## src/hw/rtl/u8dec_pkg.sv

```systemverilog
package u8dec_pkg;

  localparam int BYTE_W   = 8;
  localparam int BITS_W   = 7;
  localparam int CP_W     = 21;
  localparam int LEAST_W  = 17;
  localparam int LEFT_W   = 2;
  localparam int STATUS_W = 2;

  localparam logic [STATUS_W-1:0] STATUS_OK      = 2'd0;
  localparam logic [STATUS_W-1:0] STATUS_INVALID = 2'd1;
  localparam logic [STATUS_W-1:0] STATUS_TRUNC   = 2'd2;

  localparam logic [BYTE_W-1:0] ASCII_END  = 8'h80;
  localparam logic [BYTE_W-1:0] CONT_MASK  = 8'hc0;
  localparam logic [BYTE_W-1:0] CONT_MARK  = 8'h80;
  localparam logic [BYTE_W-1:0] LEAD2_LO   = 8'hc2;
  localparam logic [BYTE_W-1:0] LEAD2_HI   = 8'hdf;
  localparam logic [BYTE_W-1:0] LEAD3_LO   = 8'he0;
  localparam logic [BYTE_W-1:0] LEAD3_HI   = 8'hef;
  localparam logic [BYTE_W-1:0] LEAD4_LO   = 8'hf0;
  localparam logic [BYTE_W-1:0] LEAD4_HI   = 8'hf4;
  localparam logic [BYTE_W-1:0] PAYLOAD6   = 8'h3f;

  localparam logic [CP_W-1:0]    MAX_CP    = 21'h10ffff;
  localparam logic [CP_W-1:0]    SURR_LO   = 21'h00d800;
  localparam logic [CP_W-1:0]    SURR_HI   = 21'h00dfff;
  localparam logic [LEAST_W-1:0] LEAST2    = 17'h00080;
  localparam logic [LEAST_W-1:0] LEAST3    = 17'h00800;
  localparam logic [LEAST_W-1:0] LEAST4    = 17'h10000;

  typedef enum logic [2:0] {
    CLS_ASCII,
    CLS_LEAD2,
    CLS_LEAD3,
    CLS_LEAD4,
    CLS_CONT,
    CLS_BAD,
    CLS_EOT
  } cls_t;

  // classified request: class plus the payload bits already masked
  typedef struct packed {
    cls_t              cls;
    logic [BITS_W-1:0] bits;
  } entry_t;

  typedef struct packed {
    logic [STATUS_W-1:0] status;
    logic [CP_W-1:0]     code_point;
    logic                complete;
  } result_t;

endpackage

```

## src/hw/rtl/u8dec_if.sv

```systemverilog
interface u8dec_in_if;
  logic       valid;
  logic       ready;
  logic       kind;
  logic [7:0] data_byte;

  modport source(output valid, output kind, output data_byte, input ready);
  modport sink(input valid, input kind, input data_byte, output ready);
endinterface

interface u8dec_out_if;
  logic        valid;
  logic        ready;
  logic [1:0]  status;
  logic [20:0] code_point;
  logic        complete;

  modport source(output valid, output status, output code_point, output complete,
                 input ready);
  modport sink(input valid, input status, input code_point, input complete,
               output ready);
endinterface

```

## src/hw/rtl/u8dec_front.sv

```systemverilog
module u8dec_front (
  input  logic                           in_valid,
  output logic                           in_ready,
  input  logic                           in_kind,
  input  logic [u8dec_pkg::BYTE_W-1:0]   in_byte,
  output logic                           push_valid,
  input  logic                           push_ready,
  output u8dec_pkg::entry_t              push_entry
);

  logic [u8dec_pkg::BYTE_W-1:0] b;

  assign b          = in_byte;
  assign in_ready   = push_ready;
  assign push_valid = in_valid;

  always_comb begin
    push_entry.cls  = u8dec_pkg::CLS_BAD;
    push_entry.bits = '0;
    if (in_kind) begin
      push_entry.cls = u8dec_pkg::CLS_EOT;
    end else if (b < u8dec_pkg::ASCII_END) begin
      push_entry.cls  = u8dec_pkg::CLS_ASCII;
      push_entry.bits = b[6:0];
    end else if ((b & u8dec_pkg::CONT_MASK) == u8dec_pkg::CONT_MARK) begin
      push_entry.cls  = u8dec_pkg::CLS_CONT;
      push_entry.bits = {1'b0, b[5:0]};
    end else if (b >= u8dec_pkg::LEAD2_LO && b <= u8dec_pkg::LEAD2_HI) begin
      push_entry.cls  = u8dec_pkg::CLS_LEAD2;
      push_entry.bits = {2'b0, b[4:0]};
    end else if (b >= u8dec_pkg::LEAD3_LO && b <= u8dec_pkg::LEAD3_HI) begin
      push_entry.cls  = u8dec_pkg::CLS_LEAD3;
      push_entry.bits = {3'b0, b[3:0]};
    end else if (b >= u8dec_pkg::LEAD4_LO && b <= u8dec_pkg::LEAD4_HI) begin
      push_entry.cls  = u8dec_pkg::CLS_LEAD4;
      push_entry.bits = {4'b0, b[2:0]};
    end
  end

endmodule

```

## src/hw/rtl/u8dec_queue.sv

```systemverilog
module u8dec_queue #(
  parameter int DEPTH = 2
) (
  input  logic               clk,
  input  logic               rst_n,
  input  logic               push_valid,
  output logic               push_ready,
  input  u8dec_pkg::entry_t  push_entry,
  output logic               pop_valid,
  input  logic               pop_ready,
  output u8dec_pkg::entry_t  pop_entry
);

  localparam int PTR_W = $clog2(DEPTH);
  localparam int CNT_W = $clog2(DEPTH + 1);

  u8dec_pkg::entry_t mem [DEPTH];
  logic [PTR_W-1:0]  wr_ptr_r, wr_ptr_nxt;
  logic [PTR_W-1:0]  rd_ptr_r, rd_ptr_nxt;
  logic [CNT_W-1:0]  count_r, count_nxt;
  logic              do_push, do_pop;

  assign push_ready = (count_r != CNT_W'(DEPTH));
  assign pop_valid  = (count_r != '0);
  assign pop_entry  = mem[rd_ptr_r];
  assign do_push    = push_valid && push_ready;
  assign do_pop     = pop_valid && pop_ready;

  always_comb begin
    wr_ptr_nxt = wr_ptr_r;
    rd_ptr_nxt = rd_ptr_r;
    count_nxt  = count_r;
    if (do_push) begin
      wr_ptr_nxt = (wr_ptr_r == PTR_W'(DEPTH - 1)) ? '0 : wr_ptr_r + 1'b1;
    end
    if (do_pop) begin
      rd_ptr_nxt = (rd_ptr_r == PTR_W'(DEPTH - 1)) ? '0 : rd_ptr_r + 1'b1;
    end
    if (do_push && !do_pop) begin
      count_nxt = count_r + 1'b1;
    end else if (do_pop && !do_push) begin
      count_nxt = count_r - 1'b1;
    end
  end

  always_ff @(posedge clk) begin
    if (!rst_n) begin
      wr_ptr_r <= '0;
      rd_ptr_r <= '0;
      count_r  <= '0;
    end else begin
      wr_ptr_r <= wr_ptr_nxt;
      rd_ptr_r <= rd_ptr_nxt;
      count_r  <= count_nxt;
    end
  end

  always_ff @(posedge clk) begin
    if (do_push) begin
      mem[wr_ptr_r] <= push_entry;
    end
  end

endmodule

```

## src/hw/rtl/u8dec_back.sv

```systemverilog
module u8dec_back (
  input  logic               clk,
  input  logic               rst_n,
  input  logic               pop_valid,
  output logic               pop_ready,
  input  u8dec_pkg::entry_t  pop_entry,
  output logic               out_valid,
  input  logic               out_ready,
  output u8dec_pkg::result_t out_result
);

  logic [u8dec_pkg::CP_W-1:0]    partial_r, partial_nxt;
  logic [u8dec_pkg::LEFT_W-1:0]  left_r, left_nxt;
  logic [u8dec_pkg::LEAST_W-1:0] least_r, least_nxt;
  u8dec_pkg::result_t            res_r, res_nxt;
  logic                          valid_r;
  logic                          pop;
  logic [u8dec_pkg::CP_W-1:0]    v;
  logic [u8dec_pkg::LEFT_W-1:0]  left_dec;
  logic [u8dec_pkg::CP_W-1:0]    least_ext;

  assign pop_ready  = !valid_r || out_ready;
  assign pop        = pop_valid && pop_ready;
  assign out_valid  = valid_r;
  assign out_result = res_r;

  assign v         = {partial_r[u8dec_pkg::CP_W-7:0], pop_entry.bits[5:0]};
  assign left_dec  = left_r - 1'b1;
  assign least_ext = {{(u8dec_pkg::CP_W - u8dec_pkg::LEAST_W){1'b0}}, least_r};

  always_comb begin
    partial_nxt        = partial_r;
    left_nxt           = left_r;
    least_nxt          = least_r;
    res_nxt.status     = u8dec_pkg::STATUS_OK;
    res_nxt.code_point = '0;
    res_nxt.complete   = 1'b0;
    if (pop_entry.cls == u8dec_pkg::CLS_EOT) begin
      if (left_r != '0) begin
        res_nxt.status = u8dec_pkg::STATUS_TRUNC;
      end
    end else if (left_r == '0) begin
      unique case (pop_entry.cls)
        u8dec_pkg::CLS_ASCII: begin
          res_nxt.code_point = {{(u8dec_pkg::CP_W - u8dec_pkg::BITS_W){1'b0}},
                                pop_entry.bits};
          res_nxt.complete   = 1'b1;
        end
        u8dec_pkg::CLS_LEAD2: begin
          partial_nxt = {{(u8dec_pkg::CP_W - 5){1'b0}}, pop_entry.bits[4:0]};
          least_nxt   = u8dec_pkg::LEAST2;
          left_nxt    = 2'd1;
        end
        u8dec_pkg::CLS_LEAD3: begin
          partial_nxt = {{(u8dec_pkg::CP_W - 4){1'b0}}, pop_entry.bits[3:0]};
          least_nxt   = u8dec_pkg::LEAST3;
          left_nxt    = 2'd2;
        end
        u8dec_pkg::CLS_LEAD4: begin
          partial_nxt = {{(u8dec_pkg::CP_W - 3){1'b0}}, pop_entry.bits[2:0]};
          least_nxt   = u8dec_pkg::LEAST4;
          left_nxt    = 2'd3;
        end
        default: begin
          // stray continuation or illegal lead: stay idle
          res_nxt.status = u8dec_pkg::STATUS_INVALID;
        end
      endcase
    end else if (pop_entry.cls != u8dec_pkg::CLS_CONT) begin
      // drop the byte and abandon the open sequence
      partial_nxt    = '0;
      left_nxt       = '0;
      least_nxt      = '0;
      res_nxt.status = u8dec_pkg::STATUS_INVALID;
    end else if (left_dec != '0) begin
      partial_nxt = v;
      left_nxt    = left_dec;
    end else begin
      partial_nxt = '0;
      left_nxt    = '0;
      least_nxt   = '0;
      if (v < least_ext || v > u8dec_pkg::MAX_CP ||
          (v >= u8dec_pkg::SURR_LO && v <= u8dec_pkg::SURR_HI)) begin
        res_nxt.status = u8dec_pkg::STATUS_INVALID;
      end else begin
        res_nxt.code_point = v;
        res_nxt.complete   = 1'b1;
      end
    end
  end

  always_ff @(posedge clk) begin
    if (!rst_n) begin
      partial_r <= '0;
      left_r    <= '0;
      least_r   <= '0;
      valid_r   <= 1'b0;
    end else begin
      if (pop) begin
        partial_r <= partial_nxt;
        left_r    <= left_nxt;
        least_r   <= least_nxt;
        valid_r   <= 1'b1;
      end else if (out_ready) begin
        valid_r <= 1'b0;
      end
    end
  end

  always_ff @(posedge clk) begin
    if (pop) begin
      res_r <= res_nxt;
    end
  end

endmodule

```

## src/hw/rtl/utf8_strict_decoder.sv

```systemverilog
// Channel  Dir  Handshake          Payload
// in_ch    in   valid/ready        kind, data_byte
// out_ch   out  valid/ready        status, code_point, complete
//
// One byte per cycle sustained while out_ch does not stall, a rate set by the
// back end's update; each request yields one result via the queue and res_r.
// Reset clears the decode state, empties the queue and drops any pending result.
// While out_ch stalls, up to QUEUE_DEPTH requests collect in the queue before
// in_ch.ready falls.
module utf8_strict_decoder #(
  parameter int QUEUE_DEPTH = 2
) (
  input  logic          clk,
  input  logic          rst_n,
  u8dec_in_if.sink      in_ch,
  u8dec_out_if.source   out_ch
);

  logic               push_valid, push_ready;
  u8dec_pkg::entry_t  push_entry;
  logic               pop_valid, pop_ready;
  u8dec_pkg::entry_t  pop_entry;
  logic               res_valid;
  u8dec_pkg::result_t res;

  u8dec_front u_front (
    .in_valid   (in_ch.valid),
    .in_ready   (in_ch.ready),
    .in_kind    (in_ch.kind),
    .in_byte    (in_ch.data_byte),
    .push_valid (push_valid),
    .push_ready (push_ready),
    .push_entry (push_entry)
  );

  u8dec_queue #(
    .DEPTH (QUEUE_DEPTH)
  ) u_queue (
    .clk        (clk),
    .rst_n      (rst_n),
    .push_valid (push_valid),
    .push_ready (push_ready),
    .push_entry (push_entry),
    .pop_valid  (pop_valid),
    .pop_ready  (pop_ready),
    .pop_entry  (pop_entry)
  );

  u8dec_back u_back (
    .clk        (clk),
    .rst_n      (rst_n),
    .pop_valid  (pop_valid),
    .pop_ready  (pop_ready),
    .pop_entry  (pop_entry),
    .out_valid  (res_valid),
    .out_ready  (out_ch.ready),
    .out_result (res)
  );

  assign out_ch.valid      = res_valid;
  assign out_ch.status     = res.status;
  assign out_ch.code_point = res.code_point;
  assign out_ch.complete   = res.complete;

endmodule

```

## src/flat_wrapper.sv

```systemverilog
// flat-port wrapper written by rule: the top's interface ports become plain ports
module utf8_strict_decoder_flat 
#(
  parameter int QUEUE_DEPTH = 2
)
  (clk, rst_n, in_ch_valid, in_ch_kind, in_ch_data_byte, in_ch_ready, out_ch_valid, out_ch_status, out_ch_code_point, out_ch_complete, out_ch_ready);
  u8dec_in_if in_ch_i ();
  u8dec_out_if out_ch_i ();
  input  logic clk;
  input  logic rst_n;
  input wire logic [$bits(in_ch_i.valid)-1:0] in_ch_valid;
  input wire logic [$bits(in_ch_i.kind)-1:0] in_ch_kind;
  input wire logic [$bits(in_ch_i.data_byte)-1:0] in_ch_data_byte;
  output wire logic [$bits(in_ch_i.ready)-1:0] in_ch_ready;
  output wire logic [$bits(out_ch_i.valid)-1:0] out_ch_valid;
  output wire logic [$bits(out_ch_i.status)-1:0] out_ch_status;
  output wire logic [$bits(out_ch_i.code_point)-1:0] out_ch_code_point;
  output wire logic [$bits(out_ch_i.complete)-1:0] out_ch_complete;
  input wire logic [$bits(out_ch_i.ready)-1:0] out_ch_ready;
  assign in_ch_i.valid = in_ch_valid;
  assign in_ch_i.kind = in_ch_kind;
  assign in_ch_i.data_byte = in_ch_data_byte;
  assign in_ch_ready = in_ch_i.ready;
  assign out_ch_valid = out_ch_i.valid;
  assign out_ch_status = out_ch_i.status;
  assign out_ch_code_point = out_ch_i.code_point;
  assign out_ch_complete = out_ch_i.complete;
  assign out_ch_i.ready = out_ch_ready;
  utf8_strict_decoder #(.QUEUE_DEPTH(QUEUE_DEPTH)) u_core (.clk(clk), .rst_n(rst_n), .in_ch(in_ch_i), .out_ch(out_ch_i));
endmodule
```

## config.mk

```make
export PLATFORM = sky130hd
export DESIGN_NAME = utf8_strict_decoder_flat
export DESIGN_NICKNAME = d
export VERILOG_FILES = /design/src/hw/rtl/u8dec_pkg.sv /design/src/hw/rtl/u8dec_if.sv /design/src/hw/rtl/u8dec_front.sv /design/src/hw/rtl/u8dec_queue.sv /design/src/hw/rtl/u8dec_back.sv /design/src/hw/rtl/utf8_strict_decoder.sv /design/src/flat_wrapper.sv
export SDC_FILE = /design/constraint.sdc
export NUM_CORES = 1
export LEC_CHECK = 0
export CORE_ASPECT_RATIO = 1.25
export CORE_MARGIN = 2
export CORE_UTILIZATION = 45
export DETAILED_ROUTE_END_ITERATION = 6
export DONT_BUFFER_PORTS = 1
export PLACE_DENSITY_LB_ADDON = 0.3
export SLEW_MARGIN = 20
export SYNTH_ARGS = -nofsm -noshare
export SYNTH_HDL_FRONTEND = slang
export SYNTH_HIERARCHICAL = 1
export SYNTH_SLANG_ARGS = --single-unit
```

## constraint.sdc

```tcl
create_clock -name clk -period 3 [get_ports clk]
set_clock_uncertainty 0.1 [all_clocks]
set_input_delay 0.45 -clock clk [delete_from_list [all_inputs] [get_ports clk]]
set_output_delay 0.45 -clock clk [all_outputs]
set_load 0.02 [all_outputs]
```

== Word level (Yosys, flattened, before mapping) ==
Memory sizes are Yosys's and may differ from the RTL's. A register that Yosys moved wholly into a read port is not among the register bits.
Index checks and enable logic that the tools add are counted.

* Register bits: 63
* Memory bits (writable): 20
* Output and inout bits: 26
* Memories kept: 1

* $add $sub $neg: 5
* Magnitude comparators: 11
* Eq/ne operators: 9
* Multiplexer cells: 39
* Bitwise logic cells: 1
* Reduce and logical (&&, ||, !) cells: 24

{| class="wikitable"
|+ Memory list
! memory !! depth !! bits a word !! rd ports !! clocked after Yosys merged registers in !! write ports !! line !! text
|-
| u_core.u_queue.mem || 2 || 10 || 1 || 1 || 1 || u8dec_queue.sv:17 || <nowiki>u8dec_pkg::entry_t mem [DEPTH];</nowiki>
|}

{| class="wikitable"
|+ Operators with widths
! cell !! count
|-
| 17-bit 2-to-1 mux || 3
|-
| 17-bit case mux with 3 select lines || 1
|-
| 10-bit 2-to-1 mux || 5
|-
| 24-bit 2-to-1 mux || 2
|-
| 15-bit 2-to-1 mux || 3
|-
| 15-bit case mux with 3 select lines || 1
|-
| 22-bit 2-to-1 mux || 2
|-
| 8-bit greater-or-equal comparator (second input constant) || 3
|-
| 8-bit <= comparator (second input constant) || 3
|-
| 21-bit by 16-bit greater-or-equal comparator with 1-bit output (second input constant) || 1
|-
| 21-bit greater-than comparator (second input constant) || 1
|-
| 21-bit by 16-bit <= comparator with 1-bit output (second input constant) || 1
|-
| 21-bit by 17-bit < comparator with 1-bit output || 1
|-
| 2-bit 2-to-1 mux || 8
|-
| 1-bit 2-to-1 mux || 10
|-
| 2-bit nonzero test || 5
|-
| 1-bit logical AND || 8
|-
| 8-bit < comparator (second input constant) || 1
|-
| 8-bit 2-to-1 mux || 1
|-
| 7-bit 2-to-1 mux || 1
|-
| 3-bit by 2-bit equality test with 1-bit output (second input constant) || 2
|-
| 3-bit inequality test (second input constant) || 2
|-
| 2-bit case mux with 3 select lines || 1
|-
| 4-bit by 1-bit inequality test with 1-bit output (second input constant) || 1
|-
| other kinds (16) || 22
|}

== Longest topological paths before layout ==
* Depth after elaboration: 8
* Mapped depth: 9
* Gate-level depth less buffers: 6

== Cells and area by module ==
The synthesis kept the hierarchy.

{| class="wikitable"
|+ Modules (own cells, without submodules)
! module !! instances !! cells an instance !! area each (µm²) !! seq. area each (µm²)
|-
| u8dec_back || 1 || 217 || 2,250.9 || 1,141.1
|-
| u8dec_queue || 1 || 56 || 952.2 || 700.7
|-
| u8dec_front || 1 || 30 || 192.7 || 0.0
|}

== Least setup slack after synthesis ==
Ideal clock, no wire load.

* Path kind: reg2reg
* Start point: register (tool-made name)
* End point: register u_core.u_back.res_r (netlist bit u_core/u_back/out_result[22]), data pin
* Library setup time: 0.256 ns
* Arrival: 2.105 ns
* Data required time: 2.644 ns
* Slack: 0.539 ns
* Stages on the path, launching flop included: 8
* Path buffers: 2
* Path through: dfxtp_1 buf_2 mux2_2 buf_6 or4b_4 a31oi_4 o21ai_2 o211a_1

{| class="wikitable"
|+ RTL lines
! element !! line !! text
|-
| end signal, assigned || u8dec_back.sv:112 || <nowiki>res_r <= res_nxt;</nowiki>
|-
| end, declared || u8dec_back.sv:15 || <nowiki>u8dec_pkg::result_t res_r, res_nxt;</nowiki>
|}

==> flow_summary.toml <==
[worst_hold_path]
timing.hold.worst_endpoint = "u_core/u_back/left_r[1]$_SDFFE_PN0P_"
min_delay_path_depth = 2
worstHoldPathType = "in2reg"
holdCritStartpoint = "rst_n"

[worst_setup_path]
capture_point_of_the_worst_reg_to_reg_path = "u_core/u_back/out_result[19]$_SDFFCE_PP0P_"
worst-endpoint-required_ns = 3.06
cp-end-kind = "register"
r2r.worst_path.cells = 5
cp_max_fanout = 16
crit_type = "reg2reg"
rrSetupSlack_ns = 0.61
critPathArrivalTime_ns = 2.46
startpoint_type = "register"

[floorplanning]
die_span_x_um = 81.7
fp-row-count = 35
design.die.area_um2 = 8260
start_util_pct = 46.2
floorplan.core_area_um2 = 7360
floorplan.die.height_um = 101
io-pin-count = 39

[drt]
detail_route.iter0.violations = 160
drt-pass1-iter-count = 4
wl_mm = 5.93
antenna_left = 0
route.detailed.wl_per_inst_um = 14.9
routed_via_density = 5.49
drc = 0
via_total_after_detailed_routing = 2190

[clocking]
clock_sinks = 70
clock_buffer_count_from_cts = 9
cts.repair.resized = 0
cts-htree-levels = 3
cts.clk_slew.worst_paths_ns = 0.07
cts-hold-fix-buffers = 0
clk-insertion-delay-late_ns = 0.34
clock_tree_from_tritoncts = "done"
cts_root_buffer = "sky130_fd_sc_hd__clkbuf_8"
clock_path_buffers = 2
cts_setup_buffers = 0

[placement]
port_buffers = 0
dp.final_hpwl_mm = 4.19
globalplace.congestion = 0.757

[grt]
global_route.overflow_total = 0
grt_use_total_pct = 16.0
grt_first_pass_wirelength_mm = 9.96
first_global_vias = 2101
antenna_found_initial = 0
grt_start_max_net_pins = 25

[synth]
synth_top_cells_by_area = "sky130_fd_sc_hd__edfxtp_1 (39%), sky130_fd_sc_hd__dfxtp_1 (15%), sky130_fd_sc_hd__nand2_1 (3.6%), sky130_fd_sc_hd__mux2_2 (3.3%), sky130_fd_sc_hd__inv_1 (2.8%)"
synthesis.area_um2 = 3400
synth_async_sr_flop_share_pct = 0
synth_edf_count = 44
post_synth_inst_count = 303
sequential_to_total_area_share_from_yosys_stat_pct = 54.2
yosys-top-cells-count = "sky130_fd_sc_hd__edfxtp_1 (44), sky130_fd_sc_hd__nand2_1 (33), sky130_fd_sc_hd__dfxtp_1 (26)"
synth-seq-cells = 70
synthesis_warning_total = 6
count_of_distinct_cell_types_in_the_synthesized_netlist = 59
yosysMostFrequentCell = "sky130_fd_sc_hd__edfxtp_1"
netlist.area_leader.share_pct = 38.9
yosys.area.top_type = "sky130_fd_sc_hd__edfxtp_1"
postSynthAreaPerCell_um2 = 11.2
synth_nets = 321
synth_ff_type = "sky130_fd_sc_hd__edfxtp_1"

[power_and_ir_drop]
vdd_ir_drop_max_mv = 0.486
pwr-share-comb_pct = 28.7
leakage_power_nw = 1.21
switching_power_mw = 1.17
seq_power_share_pct = 50.9
p_clk_share_pct = 20.4
intPower_mw = 1.94
switching_share_pct = 37.7
p_per_area_nw_per_um2 = 859

[sta]
tns_ns = 0
fmaxAchievable_mhz = 418
worst_slew_margin_pct = 60.6
finalHoldViolCount = 0
tmin_final_ns = 2.39
worst-slew-pin-transition_ns = 0.588
setup_viol_count_final = 0
slew_viol_final = 0
grt_setup_unrepaired = "false"
final.hold.worst_slack_ns = 0.144
post-route-period-util_pct = 79.8

[status]
run_status = "finished clean"

[flow_run]
cap_viol_max_count = 0

[cells_and_area]
layout-area-overhead-vs-synth_pct = 6.67
proportion_of_layout_cells_with_a_drive_suffix_above_1_pct = 20.5
antennaDiodeCount = 0
nNetsFinal = 320
==> worst max-delay path by stage <==
stage	start	slack, ns	depth (start not counted)	end
global placement	register	0.66	5	u_core/u_back/out_result[22]$_SDFFCE_PP0P_
CTS	register	0.60	5	u_core/u_back/out_result[19]$_SDFFCE_PP0P_
detailed placement	register	0.61	5	u_core/u_back/out_result[22]$_SDFFCE_PP0P_
floorplan	register	0.54	7	u_core/u_back/out_result[22]$_SDFFCE_PP0P_
global route	register	0.49	5	u_core/u_back/out_result[17]$_SDFFCE_PP0P_
finish	register	0.61	5	u_core/u_back/out_result[19]$_SDFFCE_PP0P_
==> power groups by stage <==
stage	clock (mW)	sequential, mW	combinational, mW
floorplan	0	1.57	0.733
global placement	0	1.60	0.873
detailed placement	0	1.61	0.891
CTS	0.657	1.59	0.896
global route	0.707	1.62	1.00
finish	0.636	1.58	0.892
==> sequential cells by signal, summed over array words and instances (netlist names), named ones only <==
| name | count |
|---|---|
| u_core/u_back/least_r | 3 |
| u_core/u_back/left_r | 2 |
| u_core/u_back/out_result | 24 |
| u_core/u_back/out_valid | 1 |
| u_core/u_back/partial_r | 15 |
| u_core/u_queue/count_r | 2 |
| u_core/u_queue/mem | 20 |
| u_core/u_queue/rd_ptr_r | 1 |
| u_core/u_queue/wr_ptr_r | 1 |
==> cell families after synthesis <==
kind of cell,Yosys count,synth area share [%]
AO/OA/AOI/OAI,65,15.3
XOR/XNOR,3,0.774
adder cells (fa/ha/maj),5,1.84
buffers and inverters,45,6.23
flip-flops,70,54.2
multiplexers,11,3.61
AND/OR/NAND/NOR,104,18.0
==> worst max-delay path: stages (launching register included) <==
cell and delay, ns:
sky130_fd_sc_hd__dfxtp_1 0.37, sky130_fd_sc_hd__mux2_2 0.42, sky130_fd_sc_hd__or4b_4 0.59, sky130_fd_sc_hd__a31oi_4 0.21, sky130_fd_sc_hd__o211ai_4 0.24, sky130_fd_sc_hd__nor3b_1 0.28
==> stage by stage <==
stage / util, % / area (um^2) / total power, mW / std cells / setup WS [ns]
after floorplan: - / 3400 / 2.31 / 303 / 0.539
after global placement: 47.0 / 3460 / 2.48 / 383 / 0.663
after detailed placement: 47.0 / 3460 / 2.50 / 383 / 0.611
after CTS: 49.2 / 3620 / 3.14 / 399 / 0.598
after global routing: 49.2 / 3620 / 3.33 / 399 / 0.491
final: 49.2 / 3620 / 3.11 / 399 / 0.606
==> per-layer routing <==
metal | GRT usage, % | up-vias | wire length (um)
li1 | - | 1087 | -
met1 | 19.1 | 1051 | 2590
met2 | 26.7 | 42 | 2990
met3 | 4.12 | 10 | 217
met4 | 7.69 | 0 | 129
met5 | 0 | - | 0
==> cells in the final DEF (no fill, tap or decap), types with 3 or more instances in the layout <==
cell type	synthesis	routed
sky130_fd_sc_hd__nand3_1	11	11
sky130_fd_sc_hd__clkinvlp_4	0	3
sky130_fd_sc_hd__o21ai_2	2	3
sky130_fd_sc_hd__nor3_1	6	6
sky130_fd_sc_hd__mux2_2	10	10
sky130_fd_sc_hd__buf_4	3	8
sky130_fd_sc_hd__dfxtp_1	26	26
sky130_fd_sc_hd__o21ai_0	10	9
sky130_fd_sc_hd__nand3b_1	3	3
sky130_fd_sc_hd__o31ai_2	6	6
sky130_fd_sc_hd__nor2b_1	3	3
sky130_fd_sc_hd__a21oi_1	4	4
sky130_fd_sc_hd__edfxtp_1	44	44
sky130_fd_sc_hd__and2_1	4	4
sky130_fd_sc_hd__nand2_1	33	33
sky130_fd_sc_hd__ha_1	5	5
sky130_fd_sc_hd__a21boi_1	11	11
sky130_fd_sc_hd__clkinv_2	0	3
sky130_fd_sc_hd__nor3b_1	4	4
sky130_fd_sc_hd__nor4_1	4	4
sky130_fd_sc_hd__o21ai_1	3	3
sky130_fd_sc_hd__nor2_1	7	7
sky130_fd_sc_hd__o211ai_1	5	5
sky130_fd_sc_hd__xor2_1	3	3
sky130_fd_sc_hd__clkbuf_8	0	9
sky130_fd_sc_hd__a21boi_0	8	8
sky130_fd_sc_hd__inv_1	25	25
sky130_fd_sc_hd__nor3_2	9	9
==> layout make-up <==
class | instances | area [um^2]
multi-input combinational | 188 | 1350
fill | 674 | 3730
clock buffer | 9 | 124
timing repair buffer | 8 | 60.1
inverter | 25 | 93.8
tap | 92 | 115
sequential | 70 | 1840
clock inverter | 7 | 41.3
No activity file was read; power rests on OpenSTA's default activity.
